<file path="src/qte_pkg.sv">
// ----------------------------------------------------------------------------
// qte_pkg - shared types and constants for quaternion to Euler conversion
// Widths, CORDIC angle table, square root cell state and rounding helpers.
// ----------------------------------------------------------------------------
package qte_pkg;

    localparam int CORDIC_STAGES = 16;
    localparam int ANG_TABLE_LEN = 24;
    localparam int STAGE_W       = 5;
    localparam int SQRT_CELLS    = 29;
    localparam int SQN_W         = 57;
    localparam int RES_W         = 58;
    localparam int MAG_W         = 28;
    localparam int TERM_W        = 36;
    localparam int VEC_W         = 40;
    localparam int ANG_W         = 26;
    localparam int LATENCY       = 6 + SQRT_CELLS + 1 + CORDIC_STAGES + 1;

    localparam logic signed [TERM_W-1:0] ONE_Q28 = TERM_W'(64'sd268435456);
    localparam logic signed [ANG_W-1:0]  DEG180  = ANG_W'(32'sd5898240);
    localparam logic signed [15:0]       LIM_FULL = 16'sd23040;
    localparam logic signed [15:0]       LIM_HALF = 16'sd11520;

    typedef struct packed {
        logic signed [VEC_W-1:0] x;
        logic signed [VEC_W-1:0] y;
        logic signed [ANG_W-1:0] ang;
        logic                    zero;
    } vec_t;

    typedef struct packed {
        logic [SQN_W-1:0] n;
        logic [RES_W-1:0] res;
    } sqrt_t;

    typedef struct packed {
        logic signed [TERM_W-1:0] sr;
        logic signed [TERM_W-1:0] cr;
        logic signed [TERM_W-1:0] sy;
        logic signed [TERM_W-1:0] cy;
        logic signed [TERM_W-1:0] sp;
        logic                     sat_pos;
        logic                     sat_neg;
    } terms_t;

    typedef struct packed {
        logic sat_pos;
        logic sat_neg;
    } sat_t;

    // atan(2^-i) in 1/32768 degree
    function automatic logic signed [ANG_W-1:0] atan_entry(input logic [STAGE_W-1:0] idx);
        logic signed [ANG_W-1:0] v;
        case (idx)
            5'd0:  v = 26'sd1474560;
            5'd1:  v = 26'sd870484;
            5'd2:  v = 26'sd459940;
            5'd3:  v = 26'sd233473;
            5'd4:  v = 26'sd117189;
            5'd5:  v = 26'sd58652;
            5'd6:  v = 26'sd29333;
            5'd7:  v = 26'sd14667;
            5'd8:  v = 26'sd7334;
            5'd9:  v = 26'sd3667;
            5'd10: v = 26'sd1833;
            5'd11: v = 26'sd917;
            5'd12: v = 26'sd458;
            5'd13: v = 26'sd229;
            5'd14: v = 26'sd115;
            5'd15: v = 26'sd57;
            5'd16: v = 26'sd29;
            5'd17: v = 26'sd14;
            5'd18: v = 26'sd7;
            5'd19: v = 26'sd4;
            5'd20: v = 26'sd2;
            5'd21: v = 26'sd1;
            default: v = 26'sd0;
        endcase
        return v;
    endfunction

    // quadrant fold for vectoring mode
    function automatic vec_t cordic_pre(input logic signed [VEC_W-1:0] y,
                                        input logic signed [VEC_W-1:0] x);
        vec_t v;
        v.zero = (x == '0) && (y == '0);
        if (x < 0)
        begin
            v.x   = -x;
            v.y   = -y;
            v.ang = (y >= 0) ? DEG180 : -DEG180;
        end
        else
        begin
            v.x   = x;
            v.y   = y;
            v.ang = '0;
        end
        return v;
    endfunction

    // round half up to 1/128 degree and clamp
    function automatic logic signed [15:0] to_out(input vec_t v,
                                                  input logic signed [15:0] lim);
        logic signed [ANG_W:0]   a;
        logic signed [ANG_W-8:0] r;
        logic signed [15:0]      o;
        a = v.zero ? '0 : (ANG_W+1)'(v.ang) + (ANG_W+1)'(128);
        r = (ANG_W-7)'(a >>> 8);
        if (r > (ANG_W-7)'(lim))
            o = lim;
        else if (r < -(ANG_W-7)'(lim))
            o = -lim;
        else
            o = 16'(r);
        return o;
    endfunction

endpackage

</file>
<file path="src/qte_sqrt_cell.sv">
// ----------------------------------------------------------------------------
// qte_sqrt_cell - one digit of a pipelined integer square root
// Settles one result bit per cell; the remainder and root move on each cycle.
// ----------------------------------------------------------------------------
module qte_sqrt_cell
    import qte_pkg::*;
(
    input  logic               clk,
    input  logic [STAGE_W-1:0] k,
    input  sqrt_t              d,
    output sqrt_t              q
);

    logic [5:0]       sh;
    logic [RES_W-1:0] bitv;
    logic [RES_W-1:0] trial;
    sqrt_t            q_next;

    always_comb
    begin
        sh    = 6'd56 - {k, 1'b0};
        bitv  = RES_W'(1) << sh;
        trial = d.res + bitv;
        if ({1'b0, d.n} >= trial)
        begin
            q_next.n   = d.n - trial[SQN_W-1:0];
            q_next.res = (d.res >> 1) + bitv;
        end
        else
        begin
            q_next.n   = d.n;
            q_next.res = d.res >> 1;
        end
    end

    always_ff @(posedge clk)
    begin
        q <= q_next;
    end

endmodule

</file>
<file path="config.mk">
export PLATFORM = sky130hd
export DESIGN_NAME = qte_sqrt_cell
export DESIGN_NICKNAME = d
export VERILOG_FILES = /design/src/qte_pkg.sv /design/src/qte_sqrt_cell.sv
export SDC_FILE = /design/constraint.sdc
export NUM_CORES = 1
export LEC_CHECK = 0
export BUFFER_PORTS_ARGS = -buffer_cell sky130_fd_sc_hd__buf_2
export CORE_ASPECT_RATIO = 0.75
export CORE_MARGIN = 5
export CORE_UTILIZATION = 57
export DETAILED_ROUTE_END_ITERATION = 10
export PLACE_DENSITY = 0.88
export SYNTH_ARGS = -nofsm -noshare
export SYNTH_HDL_FRONTEND = slang
export SYNTH_SLANG_ARGS = --single-unit
</file>
<file path="constraint.sdc">
create_clock -name clk -period 10.3 [get_ports clk]
set_input_delay 2.575 -clock clk [delete_from_list [all_inputs] [get_ports clk]]
set_output_delay 2.575 -clock clk [all_outputs]
set_load 0.02 [all_outputs]
</file>
Yosys cells after proc, flatten, opt, wreduce, memory -nomap -nowiden
Cells that the tools add are included.
Storage, ports and cells
  input port bits: 121
  flip-flop bits (word level): 115
  output and inout bits: 115
  logic and storage cells: 10
Cells by class
  shift-type cells: 1
  mux-type cells: 1
  add/subtract/negate cells: 4
  $lt $le $gt $ge: 1
Operators with widths (number)
  $mux W115: 1
  $add A57 B58 Y58: 1
  $add A58 B58 Y58: 1
  $ge A57 B58 Y1: 1
  $shl A1 B6 Y58 const A: 1
  $sub A57 B57 Y57: 1
  $sub A6 B6 Y6 const A: 1

Logic depth before layout (Yosys ltp)
  depth after elaboration: 5
  depth in mapped cells: 32
  depth with buffers taken out: 26

Worst setup path before layout
Ideal clock, no wire load.
  path type: input to register
  start point: in k[0]
  end point: reg q[100] (netlist name)
  setup time: 121 ps
  required time: 10179 ps
  path buffers: 5
  arrival time: 8571 ps
  stages on the path: 28
  setup slack: 1608 ps
  path through: buf_2 > or2_1 > clkbuf_1 > clkbuf_1 > nor2_1 > ha_1 > and3_1 > a41oi_1 > a31o_2 > o21ba_2 > o32ai_1 > a21oi_1 > o41ai_1 > a21oi_1 > o21ai_0 > a21boi_0 > xor2_1 > ha_1 > clkbuf_1 > nand2_1 > nor2_1 > nand4_1 > o41a_1 > a311oi_1 > o221ai_1 > a311oi_4 > buf_2 > mux2_2
RTL lines
  start, declared: RTL line qte_sqrt_cell.sv:9  | input logic [STAGE_W-1:0] k,
  end signal, assigned: RTL line qte_sqrt_cell.sv:38  | q <= q_next;
  end, declared: RTL line qte_sqrt_cell.sv:11  | output sqrt_t q

==> flow_summary.yaml <==
outcome:
  status: "finished clean"
floorplanning:
  start_util_pct: 57.8
  die-area_mm2: 0.0234
  die_y_um: 134
  core_area_mm2: 0.0202
  io_pins: 236
  die_w_um: 175
  fp-row-count: 45
cells_and_area:
  top_register: "q"
  layout-drive-gt1-share_pct: 21.1
  fin_cells: 1981
  syn_to_final_growth_pct: 16.1
  top_regs: "q (115)"
  design_area_mm2: 0.0135
  largest_reg_flops: 115
  fin_nets: 1927
setup_path:
  critical-path-top-delay-family: "compound AO/OA/AOI/OAI gates"
  cp_num_cells: 27
  crit_start: "k[0]"
  cp_slowest_cell: "o31ai_1"
  worst-path-buf-inv: 3
  crit_path_end: "q[33]"
  slowest_delay_ns: 0.50
  worstSetupPathType: "in -> reg"
  end_kind: "flop"
  cp_max_fo: 91
  cp_common_cell: "ha_1"
  crit_required_ns: 10.60
  worstPathArrival_ns: 9.80
  start_kind: "input pin"
timing:
  finalCritPeriodShare_pct: 92.2
  maxSlewViolCount: 0
  fmax_ghz: 0.105
  finalSetupViolCount: 0
  worstMarginPinSlew_ns: 1.05
  layout_setup_ws_ns: 0.802
  max-slew-margin-rel_pct: 28.5
  holdWs_ns: 2.40
  min_period_ns: 9.50
  setup_tns_ns: 0
  final_hold_viol_count: 0
  grt_setup_unrepaired: "no"
logic_synthesis:
  synth_edf_count: 0
  synth_top_area_share_pct: 19.7
  ys_ff_latch: 115
  synth_top_cell_by_area: "dfxtp_1"
  async_flop_share_pct: 0
  synth_cells: 1522
  yosysWarnings: 0
  yosysMostFrequentCell: "nand2_1"
  synth_cell_types: 79
  synth_fp_nets: 1741
  avgSynthCellArea_um2: 7.66
  yosys-top-cells-area: "dfxtp_1 (20%), ha_1 (10%), xnor2_1 (9.0%)"
  synth_top_flop_cell: "dfxtp_1"
  ys_seq_area_share_pct: 19.7
  ys_top_cells_by_count: "nand2_1 (167), a21oi_1 (126), xnor2_1 (120)"
  synthesis.area_mm2: 0.0117
clock_tree:
  cts_made_buffers: 17
  clock_sinks: 115
  cts.reportedPaths.clkPinSlew_ns: 0.06
  postCtsSetupBuffers: 0
  cts_tree: "done"
  clockBufferDepth: 2
  h-tree-depth: 4
  cts_resized: 0
  hold_buffers: 0
  cts_root_buf: "clkbuf_16"
place:
  io_buffers: 235
  dp.cells: 1947
  place_hpwl_mm: 30.9
  place_congestion: 0.980
  place_area_mm2: 0.0129
  place_ws_ns: 0.583
route:
  drt-total-wl_mm: 39.0
  post-route-drc-count: 0
  wl_per_cell_um: 19.7
  drt-vias-per-instance: 6.33
  ant_nets: 0
  via_count: 12542
  drt_iter0_drc: 1624
  firstDrtPassIters: 6
power:
  p_int_uw: 1100
  p_leak_uw: 0.00589
  cellPowerDensity_mw_per_mm2: 127
  sequentialPowerShare_pct: 29.0
  swShare_pct: 35.7
  ir_drop_mv: 0.0990
  pwr-share-clk_pct: 36.1
  p_sw_uw: 612
  combPwrFrac_pct: 34.9
hold_path:
  worstHoldPathType: "in -> reg"
grt:
  grt_pass1_vias: 11506
  antenna_found_initial: 2
  grt_first_pass_wirelength_mm: 61.2
  grt_overflow: 0
  grt_start_max_net_pins: 92
  grt_util_all_layers_pct: 31.9
job:
  maxCapViolCount: 0
how the worst min path moves through the flow:
stage | depth (start not counted) | end | slack (ns) | start
floorplan | 1 | q[29] | 2.67 | d[30]
global route | 2 | q[112] | 2.40 | d[112]
detailed placement | 2 | q[64] | 2.83 | d[64]
global placement | 2 | q[65] | 2.83 | d[65]
CTS | 2 | q[106] | 2.39 | d[106]
finish | 2 | q[106] | 2.40 | d[106]
routing by layer:
metal  global-route usage, %  wire [µm]  part of all wire (%)
met5                       0          0                     0
met2                    44.6      15700                    40
met1                    48.9      17600                    45
met3                    8.03       5160                    13
met4                    7.06        597                   1.5
through the flow:
stage | utilization, % | total power (µW)
2_1_floorplan | - | 910
3_3_place_gp | 64.1 | 1080
3_5_place_dp | 64.1 | 1080
4_1_cts | 67.1 | 1700
5_1_grt | 67.1 | 1790
6_report | 67.1 | 1710
cell usage in the layout, fill, tap and decap left out, types with 5 or more instances in the layout:
master | synthesis | final
buf_2 | 19 | 235
nand2_1 | 167 | 167
a21oi_1 | 126 | 126
xnor2_1 | 120 | 120
dfxtp_1 | 115 | 115
nor2_1 | 114 | 114
ha_1 | 97 | 97
o21ai_0 | 80 | 80
xor2_1 | 58 | 58
mux2_2 | 57 | 57
a21o_1 | 51 | 51
inv_1 | 42 | 42
nand3_1 | 40 | 40
a31oi_1 | 38 | 38
nor3_1 | 30 | 30
nor2b_1 | 24 | 24
nand4_1 | 22 | 22
nand2b_1 | 18 | 18
and3_1 | 18 | 18
clkbuf_16 | 0 | 17
o31ai_1 | 16 | 16
o21bai_1 | 16 | 16
a31o_2 | 14 | 14
and2_1 | 11 | 11
or3_1 | 9 | 9
nor4_1 | 9 | 9
buf_4 | 5 | 9
a211oi_1 | 8 | 8
nand3b_1 | 7 | 7
o211ai_1 | 7 | 7
nor3b_1 | 7 | 7
o21a_1 | 7 | 7
o22ai_1 | 6 | 6
a221oi_1 | 6 | 6
a2111oi_0 | 6 | 6
a21boi_0 | 5 | 5
a311oi_1 | 5 | 5
power by group through the flow:
stage | sequential, µW | combinational (µW) | clock [µW]
finish | 497 | 598 | 618
CTS | 498 | 582 | 623
global placement | 507 | 571 | 0
floorplan | 561 | 349 | 0
global route | 502 | 642 | 643
detailed placement | 507 | 577 | 0
final cells by class:
cell class | instances | area (µm²)
clock buffer | 19 | 443
sequential | 115 | 2300
antenna | 2 | 5.00
tap | 258 | 323
fill | 1745 | 6620
timing repair buffer | 246 | 1280
multi-input combinational | 1286 | 8860
inverter | 42 | 158
clock inverter | 13 | 160
logic make-up (layout without fill, tap and decap cells):
logic type | after synthesis | in the layout | share of synthesized area (%)
adders and majority gates | 102 | 102 | 10.9
AOI/OAI and AO/OA | 448 | 448 | 25.4
other | 0 | 2 | 0
xor gates and xnor gates | 178 | 178 | 13.4
buffers and inverters | 121 | 320 | 4.26
muxes | 60 | 60 | 5.76
DFF | 115 | 115 | 19.7
and+or+nand+nor | 498 | 498 | 20.6
Power figures use the tool's default switching activity.
